**src/rtl/phpd_pkg.sv**
```systemverilog
package phpd_pkg;

    localparam int unsigned SAMPLE_BITS      = 10;
    localparam int unsigned TIME_BITS        = 32;
    localparam int unsigned DEBOUNCE_BITS    = 16;
    localparam int unsigned CFG_INDEX_BITS   = 1;
    localparam int unsigned CFG_DATA_BITS    = 16;

    localparam logic [SAMPLE_BITS-1:0]   HIT_DROP        = SAMPLE_BITS'(10);
    localparam logic [SAMPLE_BITS-1:0]   THRESHOLD_RESET = SAMPLE_BITS'(512);
    localparam logic [DEBOUNCE_BITS-1:0] DEBOUNCE_RESET  = DEBOUNCE_BITS'(50);

    // Register indexes of the configuration port
    localparam logic [CFG_INDEX_BITS-1:0] REG_HIT_THRESHOLD = CFG_INDEX_BITS'(0);
    localparam logic [CFG_INDEX_BITS-1:0] REG_DEBOUNCE_MS   = CFG_INDEX_BITS'(1);

    typedef struct packed {
        logic [SAMPLE_BITS-1:0] sample;
        logic [TIME_BITS-1:0]   time_ms;
    } in_word_t;

    typedef struct packed {
        logic                   hit;
        logic                   release_res;
        logic                   event_res;
        logic                   in_hit;
        logic [SAMPLE_BITS-1:0] peak;
        logic [TIME_BITS-1:0]   event_interval_ms;
    } out_word_t;

    typedef struct packed {
        logic [SAMPLE_BITS-1:0]   hit_threshold;
        logic [DEBOUNCE_BITS-1:0] debounce_ms;
    } cfg_t;

endpackage

```
**src/rtl/pad_hit_peak_detector_top.sv**
```systemverilog
// Pad hit peak detector. Each input word carries one ADC sample and its
// millisecond timestamp; each accepted word yields exactly one result word
// with the hit and release flags, the held hit level, the stored peak and
// the interval between the last two events. One word is taken every clock
// cycle while results drain. Each word waits in the input register, then
// the compare and update logic writes the state and the result register on
// the same edge, so the next word already sees the updated state. The
// result register is the only buffering on the output side; while it is
// full and not taken, a word held in the input register stays and in_ready
// drops. Configuration writes (index 0 hit_threshold, index 1
// debounce_ms) are always accepted and are meant for when no word is in
// flight; after reset the threshold is 512 and the debounce time 50 ms.
module pad_hit_peak_detector_top (
    input  logic                                clk,
    input  logic                                rst_n,
    input  logic                                in_valid,
    output logic                                in_ready,
    input  phpd_pkg::in_word_t                  in_data,
    output logic                                out_valid,
    input  logic                                out_ready,
    output phpd_pkg::out_word_t                 out_data,
    input  logic                                cfg_valid,
    output logic                                cfg_ready,
    input  logic [phpd_pkg::CFG_INDEX_BITS-1:0] cfg_index,
    input  logic [phpd_pkg::CFG_DATA_BITS-1:0]  cfg_data
);
    import phpd_pkg::*;

    cfg_t      cfg;
    in_word_t  in_word_reg;
    logic      in_valid_reg;
    out_word_t result;
    out_word_t out_word_reg;
    logic      out_valid_reg;
    logic      out_free;
    logic      advance;

    phpd_cfg_regs u_cfg_regs (
        .clk       (clk),
        .rst_n     (rst_n),
        .cfg_valid (cfg_valid),
        .cfg_ready (cfg_ready),
        .cfg_index (cfg_index),
        .cfg_data  (cfg_data),
        .cfg       (cfg)
    );

    // The result register is free when empty or being drained this cycle
    assign out_free = !out_valid_reg || out_ready;
    // Advance the held word into the result register whenever there is room
    assign advance  = in_valid_reg && out_free;
    assign in_ready = !in_valid_reg || out_free;

    always_ff @(posedge clk or negedge rst_n)
    begin
        if (!rst_n)
            in_valid_reg <= 1'b0;
        else if (in_ready)
            in_valid_reg <= in_valid;
    end

    // Load a new word only when the previous one moves on; hold it otherwise
    always_ff @(posedge clk)
    begin
        if (in_ready && in_valid)
            in_word_reg <= in_data;
    end

    phpd_detect u_detect (
        .clk    (clk),
        .rst_n  (rst_n),
        .cfg    (cfg),
        .item   (in_word_reg),
        .fire   (advance),
        .result (result)
    );

    always_ff @(posedge clk or negedge rst_n)
    begin
        if (!rst_n)
            out_valid_reg <= 1'b0;
        else if (out_free)
            out_valid_reg <= in_valid_reg;
    end

    always_ff @(posedge clk)
    begin
        if (advance)
            out_word_reg <= result;
    end

    assign out_valid = out_valid_reg;
    assign out_data  = out_word_reg;

`ifndef NO_ASSERTIONS
    a_stall_holds_input: assert property (@(posedge clk) disable iff (!rst_n)
        in_valid_reg && !out_free |=> in_valid_reg && $stable(in_word_reg))
        else $error("held input word lost during a stall");

    a_advance_fills_output: assert property (@(posedge clk) disable iff (!rst_n)
        advance |=> out_valid_reg)
        else $error("advanced word did not reach the result register");

    a_no_ready_when_blocked: assert property (@(posedge clk) disable iff (!rst_n)
        in_valid_reg && out_valid_reg && !out_ready |-> !in_ready)
        else $error("input taken while both registers are full");
`endif

endmodule

```
**src/rtl/phpd_cfg_regs.sv**
```systemverilog
module phpd_cfg_regs (
    input  logic                                  clk,
    input  logic                                  rst_n,
    input  logic                                  cfg_valid,
    output logic                                  cfg_ready,
    input  logic [phpd_pkg::CFG_INDEX_BITS-1:0]   cfg_index,
    input  logic [phpd_pkg::CFG_DATA_BITS-1:0]    cfg_data,
    output phpd_pkg::cfg_t                        cfg
);
    import phpd_pkg::*;

    logic [SAMPLE_BITS-1:0]   hit_threshold_reg;
    logic [DEBOUNCE_BITS-1:0] debounce_ms_reg;

    assign cfg_ready = 1'b1;

    always_ff @(posedge clk or negedge rst_n)
    begin
        if (!rst_n)
        begin
            hit_threshold_reg <= THRESHOLD_RESET;
            debounce_ms_reg   <= DEBOUNCE_RESET;
        end
        else if (cfg_valid)
        begin
            case (cfg_index)
                REG_HIT_THRESHOLD: hit_threshold_reg <= cfg_data[SAMPLE_BITS-1:0];
                REG_DEBOUNCE_MS:   debounce_ms_reg   <= cfg_data[DEBOUNCE_BITS-1:0];
                default:           ;
            endcase
        end
    end

    assign cfg.hit_threshold = hit_threshold_reg;
    assign cfg.debounce_ms   = debounce_ms_reg;

endmodule

```
**src/rtl/phpd_detect.sv**
```systemverilog
module phpd_detect (
    input  logic                 clk,
    input  logic                 rst_n,
    input  phpd_pkg::cfg_t       cfg,
    input  phpd_pkg::in_word_t   item,
    input  logic                 fire,
    output phpd_pkg::out_word_t  result
);
    import phpd_pkg::*;

    logic                   hit_level_reg, hit_level_next;
    logic [SAMPLE_BITS-1:0] peak_value_reg, peak_value_next;
    logic [TIME_BITS-1:0]   last_event_time_reg, last_event_time_next;
    logic [TIME_BITS-1:0]   last_interval_reg, last_interval_next;

    logic [TIME_BITS-1:0]   elapsed;
    logic                   look;
    logic                   above;
    logic                   dropped;
    logic                   hit;
    logic                   rel;

    assign elapsed = item.time_ms - last_event_time_reg;
    assign look    = elapsed > {{(TIME_BITS-DEBOUNCE_BITS){1'b0}}, cfg.debounce_ms};
    assign above   = item.sample >= cfg.hit_threshold;
    // sample + drop < peak, one bit wider so the sum cannot wrap
    assign dropped = ({1'b0, item.sample} + {1'b0, HIT_DROP}) < {1'b0, peak_value_reg};

    always_comb
    begin
        hit             = 1'b0;
        rel             = 1'b0;
        hit_level_next  = hit_level_reg;
        peak_value_next = peak_value_reg;
        if (look)
        begin
            if (hit_level_reg)
            begin
                // peak is cleared on every word past the debounce window while a hit is held
                peak_value_next = '0;
                if (!above)
                begin
                    rel            = 1'b1;
                    hit_level_next = 1'b0;
                end
            end
            else if (above)
            begin
                if (item.sample > peak_value_reg)
                    peak_value_next = item.sample;
                else if (dropped && (peak_value_reg > cfg.hit_threshold))
                begin
                    hit            = 1'b1;
                    hit_level_next = 1'b1;
                end
            end
        end
    end

    always_comb
    begin
        last_event_time_next = last_event_time_reg;
        last_interval_next   = last_interval_reg;
        if (hit || rel)
        begin
            last_interval_next   = elapsed;
            last_event_time_next = item.time_ms;
        end
    end

    always_ff @(posedge clk or negedge rst_n)
    begin
        if (!rst_n)
        begin
            hit_level_reg       <= 1'b0;
            peak_value_reg      <= '0;
            last_event_time_reg <= '0;
            last_interval_reg   <= '0;
        end
        else if (fire)
        begin
            hit_level_reg       <= hit_level_next;
            peak_value_reg      <= peak_value_next;
            last_event_time_reg <= last_event_time_next;
            last_interval_reg   <= last_interval_next;
        end
    end

    assign result.hit               = hit;
    assign result.release_res       = rel;
    assign result.event_res         = hit | rel;
    assign result.in_hit            = hit_level_next;
    assign result.peak              = peak_value_next;
    assign result.event_interval_ms = last_interval_next;

`ifndef NO_ASSERTIONS
    a_hit_sets_level: assert property (@(posedge clk) disable iff (!rst_n)
        fire && hit |=> hit_level_reg && (peak_value_reg == $past(peak_value_reg)))
        else $error("hit did not latch the hit level");

    a_release_clears: assert property (@(posedge clk) disable iff (!rst_n)
        fire && rel |=> !hit_level_reg && (peak_value_reg == '0))
        else $error("release did not clear level and peak");

    a_event_time: assert property (@(posedge clk) disable iff (!rst_n)
        fire && (hit || rel) |=> last_event_time_reg == $past(item.time_ms))
        else $error("event time not recorded");

    a_hold_when_idle: assert property (@(posedge clk) disable iff (!rst_n)
        !fire |=> $stable(hit_level_reg) && $stable(peak_value_reg)
                  && $stable(last_event_time_reg) && $stable(last_interval_reg))
        else $error("state moved without an item");
`endif

endmodule

```
**config.mk**
```make
export PLATFORM = sky130hd
export DESIGN_NAME = pad_hit_peak_detector_top
export DESIGN_NICKNAME = d
export VERILOG_FILES = /design/src/rtl/phpd_pkg.sv /design/src/rtl/pad_hit_peak_detector_top.sv /design/src/rtl/phpd_cfg_regs.sv /design/src/rtl/phpd_detect.sv
export SDC_FILE = /design/constraint.sdc
export NUM_CORES = 1
export LEC_CHECK = 0
export ABC_AREA = 1
export BUFFER_PORTS_ARGS = -buffer_cell sky130_fd_sc_hd__buf_2
export CAP_MARGIN = 40
export CORE_MARGIN = 1.5
export CORE_UTILIZATION = 45
export CTS_BUF_LIST = sky130_fd_sc_hd__clkbuf_4 sky130_fd_sc_hd__clkbuf_8
export CTS_CLUSTER_DIAMETER = 120
export DETAILED_ROUTE_END_ITERATION = 10
export GPL_TIMING_DRIVEN = 0
export HOLD_SLACK_MARGIN = 0.02
export PLACE_DENSITY = 0.71
export SLEW_MARGIN = 30
export SYNTH_ARGS = -nofsm -noshare
export SYNTH_HDL_FRONTEND = slang
export SYNTH_HIERARCHICAL = 1
export SYNTH_SLANG_ARGS = --single-unit
```
**constraint.sdc**
```tcl
create_clock -name clk -period 4 [get_ports clk]
set_input_delay 0.2 -clock clk [delete_from_list [all_inputs] [get_ports clk]]
set_output_delay 0.2 -clock clk [all_outputs]
set_load 0.005 [all_outputs]
```
**After elaboration in Yosys (flattened, before gate mapping)**

Index checks and enable logic that the tools add are counted.

- Register bits: 191
- Output and inout port bits: 49

- Add/sub/neg operators: 2
- Magnitude comparators: 5
- Mux-type cells: 16
- Bitwise operators: 2
- Reductions and logical operators: 11

Operators with widths:

| kind | count |
|---|---|
| 10-bit two-way mux | 4 |
| 32-bit by 16-bit greater-than comparator with 1-bit output | 1 |
| 32-bit two-way mux | 1 |
| 32-bit subtractor | 1 |
| 10-bit greater-than comparator | 2 |
| 10-bit by 4-bit adder with 11-bit output, second input constant | 1 |
| 11-bit by 10-bit < comparator with 1-bit output | 1 |
| 1-bit two-way mux | 11 |
| 10-bit >= comparator | 1 |
| 2-bit AND reduction | 3 |
| 1-bit logical AND | 3 |
| 1-bit logical OR | 3 |
| 1-bit zero test | 2 |
| 1-bit inverter | 1 |
| 1-bit bitwise OR | 1 |

**Logic depth before layout (Yosys ltp)**

- Depth in word-level cells: 10
- Depth in mapped cells: 28
- Gate-level depth less buffers: 26

**Hierarchy**

Netlist, hierarchy kept.

Modules (own cells, without submodules):

| module | times used | cells an instance | area an instance (um^2) | seq. area each (um^2) |
|---|---|---|---|---|
| phpd_detect | 1 | 1351 | 8235.4 | 1876.8 |
| pad_hit_peak_detector_top | 1 | 100 | 2737.6 | 2692.6 |
| phpd_cfg_regs | 1 | 116 | 1084.8 | 655.6 |

**Worst setup path before layout**

OpenSTA, ideal clock, no wires.

- Kind: flip-flop to flip-flop
- From: reg out_valid_reg, in the netlist out_valid
- To: reg u_detect.last_event_time_reg[27]
- Setup time: 0.067 ns
- Arrival: 3.848 ns
- Required time: 3.933 ns
- Setup slack: 0.085 ns
- Stages on the path, launching flop included: 7
- Cells stage by stage: dfrtp_1 > a21oi_1 > clkbuf_1 > clkbuf_1 > clkbuf_1 > o2111ai_1 > nand2_1

- Word-level cells in the longest chain between the ends: 4

RTL lines:

| what | line | text |
|---|---|---|
| from (decl) | pad_hit_peak_detector_top.sv:34 | `logic out_valid_reg;` |
| from (signal assigned) | pad_hit_peak_detector_top.sv:83 | `out_valid_reg <= in_valid_reg;` |
| 1-bit zero test | pad_hit_peak_detector_top.sv:49 | `assign out_free = !out_valid_reg \|\| out_ready;` |
| 1-bit logical OR | pad_hit_peak_detector_top.sv:49 |  |
| 1-bit logical AND | pad_hit_peak_detector_top.sv:51 | `assign advance = in_valid_reg && out_free;` |
| net advance | pad_hit_peak_detector_top.sv:36 | `logic advance;` |
| 2-bit AND reduction (no line) | n/a |  |
| to (signal assigned) | phpd_detect.sv:84 | `last_event_time_reg <= last_event_time_next;` |
| to (decl) | phpd_detect.sv:13 | `logic [TIME_BITS-1:0] last_event_time_reg, last_event_time_next;` |

The timed path passes the listed nets, and every way through them passes these cells.
A chain may end at the register's enable or synchronous reset.

==> results.md <==
- Status: finished, violations left
- Failing checks: design-rule violations
- Initial DRC count: 960
- Fin crit period: 3870 ps
- Final Cycle Share: 96.7%
- Bufs and invs on worst path: 4
- First-pass GRT wire length: 53.5 mm
- Cell taking the most area after synthesis: edfxtp_1
- Num CTS Buffers: 17
- Root buffer cell: clkbuf_8
- Unrepaired setup endpoints after global routing: yes
- IO Port Bufs: 109
- Crit-path slowest cell: xor2_1
- Post-synthesis sequential area ratio: 43.3%
- Total core area: 26200 µm²
- DR pass1 iterations: 11
- Worst IR Drop VDD: 254 µV
- # setup viols final: 0
- WL per Instance: 15.7 µm
- Cells after Synth: 1567
- Flops & latches, synth: 191
- Crit path arrival time: 4110 ps
- Vias per cell: 5.22
- Share of cells above drive strength 1: 15.7%
- Initial antenna violation count: 2
- Maximum number of pins on one net before global-route repair: 64
- Max FFs per register: 46
- Worst Path Class, Setup: reg2reg
- Synth cell types: 44
- Dpl ws: -472 ps
- Die width: 167 µm
- Gpl congestion: 0.922
- CP Max Fanout: 10
- Post-synth top area share: 21.9%
- Global-route usage over all layers: 24.4%
- Fin. max-slew vios: 0
- Max-Cap Viols: 0
- Vias: 11129
- Post-synth top flop: dfrtp_1
- Worst-Margin Slew: 753 ps
- LEAKAGE: 7.58 nW
- Synth Cell Area: 12100 µm²
- CP Launch Type: flop
- Cell mode on critical path: nand2_1
- Worst skew pair latency: 490 ps
- Post-synth EDFFs: 88
- Worst Clk Skew: 14.5 ps
- CP delay by family, top: simple AND/OR/NAND/NOR gates
- Post-route core utilization: 56.4%
- Hold Violations, Final: 0
- Most common cell after layout, fill and taps aside: nand2_1
- TritonCTS clock tree: yes
- Most frequent cells in the layout: nand2_1, inv_1, buf_2, dfrtp_1, edfxtp_1
- Total power: 9.51 mW
- Final instance area: 14800 µm²
- Std-Cell Rows: 59
- CP required: 4240 ps
- Initial core utilization: 46.0%
- Setup WS post-layout: 130 ps
- Critical Path Sink Type: flop
- Vias in the first global route: 10434
- Post-route DRC: 6
- Register clock-pin slew on the reported worst setup and hold paths: 110 ps
- Slew margin rel.: 49.8%
- DIE HEIGHT: 167 µm
- HP Class: in2async
- Dominant cells by area after synthesis: edfxtp_1, nand2_1, dfrtp_1
- Dpl cell area: 13100 µm²
- Asr flop ratio synth: 53.9%
- Ports: 113
- Critical Path Max Stage Delay: 420 ps
- Avg Cell Area, Syn: 7.69 µm²
- Area Growth Syn to Fin: 22.5%
- Synth Warn #: 6
- Power density over the cells: 644 nW/µm²
- Clock sinks: 191
- DRT Wirelength: 33.5 mm
- HPWL after DPL: 24.7 mm
- FMAX: 258 MHz
- Depth of the CTS H-tree: 4
- Diodes inserted: 0
- Post-route ant nets: 0
- Nets: 1937
- Clk buf depth: 2
- Total grt overflow: 0
- Full die area: 27800 µm²
- Syn Nets: 1719
==> synthesized netlist by cell type, types with 3 or more instances <==
cell type	number
dfstp_2	4
nand3_1	70
buf_4	13
edfxtp_1	88
nor3_1	9
xor2_1	18
o21bai_1	5
o21ai_0	17
nand2_1	663
inv_1	207
o2111ai_1	64
clkbuf_1	25
and2_1	3
ha_1	87
o211ai_1	3
inv_2	13
nand4_1	8
buf_6	5
dfrtp_1	99
a21oi_1	46
nor2_1	68
nand3b_1	4
buf_2	17
==> metal layers <==
metal | vias to the layer above | global-route usage, % | wire, µm
met3 | 67 | 3.54 | 2310
met1 | 5187 | 33.0 | 14700
met5 | - | 0 | 0
met2 | 402 | 40.1 | 15600
met4 | 0 | 8.62 | 952
li1 | 5473 | - | -
==> final timing paths <==
path	startpoint	end	slack [ps]	cells past startpoint
setup / recovery	in_word_reg[0]$_DFFE_PP_	out_data[28]$_DFFE_PP_	130	25
hold / removal	rst_n	u_cfg_regs/debounce_ms_reg[11]$_DFFE_PN0P_	270	2
setup reg to reg	in_word_reg[0]$_DFFE_PP_	out_data[28]$_DFFE_PP_	130	25
hold reg to reg	u_cfg_regs/hit_threshold_reg[9]$_DFFE_PN1P_	u_cfg_regs/hit_threshold_reg[9]$_DFFE_PN1P_	470	2
max in group asynchronous	rst_n	u_cfg_regs/hit_threshold_reg[9]$_DFFE_PN1P_	3020	3
min in group clk	in_data[12]	in_word_reg[12]$_DFFE_PP_	410	2
==> report_power, final <==
part	switching (mW)	leakage [nW]	internal [mW]
clock	0.810	0.187	0.462
combinational	3.29	5.24	1.95
sequential	0.313	2.16	2.69
==> metrics by stage <==
stage	hold WS (ps)	setup TNS (ps)	cells
finish	274	0	2133
global route	323	-900	2133
CTS	287	0	2126
detailed placement	253	-38370	2016
global placement	377	-160850	2011
floorplan	-95.6	0	1567
==> cell families (layout without fill, tap and decap cells) <==
logic type / Yosys count / count (layout) / synth area share, %
AO/OA/AOI/OAI: 145 / 145 / 8.47
XOR/XNOR: 20 / 20 / 1.45
adder cells (fa/ha/maj): 88 / 88 / 9.19
buffers and inverters: 284 / 515 / 9.73
flip-flops: 191 / 191 / 43.3
other: 1 / 1 / 0.0311
AND/OR/NAND/NOR: 838 / 838 / 27.8
==> layout make-up <==
type | count | area (µm²)
Multi-Input combinational cell | 1092 | 6100
Clock inverter | 15 | 146
Timing Repair Buffer | 200 | 1450
Sequential cell | 191 | 5230
Buffer | 61 | 355
Fill cell | 2391 | 11400
Clock buffer | 17 | 234
Tap cell | 335 | 419
Inverter | 222 | 833
==> timing repair <==
action / 4_1_cts / 5_1_grt
gates resized for setup: 32 / 54
hold buffers: 68 / 0
hold endpoints to repair: 131 / 0
endpoints found under the setup margin: 121 / 121
buffers inserted: 10 / 8
pin swaps: 7 / 10
==> worst register-to-register path: stages, from the launching register on <==
cell and delay [ps]:
edfxtp_1 410, inv_1 80, ha_2 200, inv_2 60, fa_2 390, nand3_1 110, nand3_2 130, xor2_1 420
ha_1 330, nand2_1 60, nor2_1 50, nand2_1 60, nand2_1 50, nand2_1 50, nand2_1 50, nand2_2 100
nand2_1 70, nor2_1 130, nand2_1 100, nor2_4 140, nand2_4 100, o21ai_4 110, inv_2 90, buf_4 180
nand2_1 70, nand2_1 90
(Power assumes the default switching activity.)
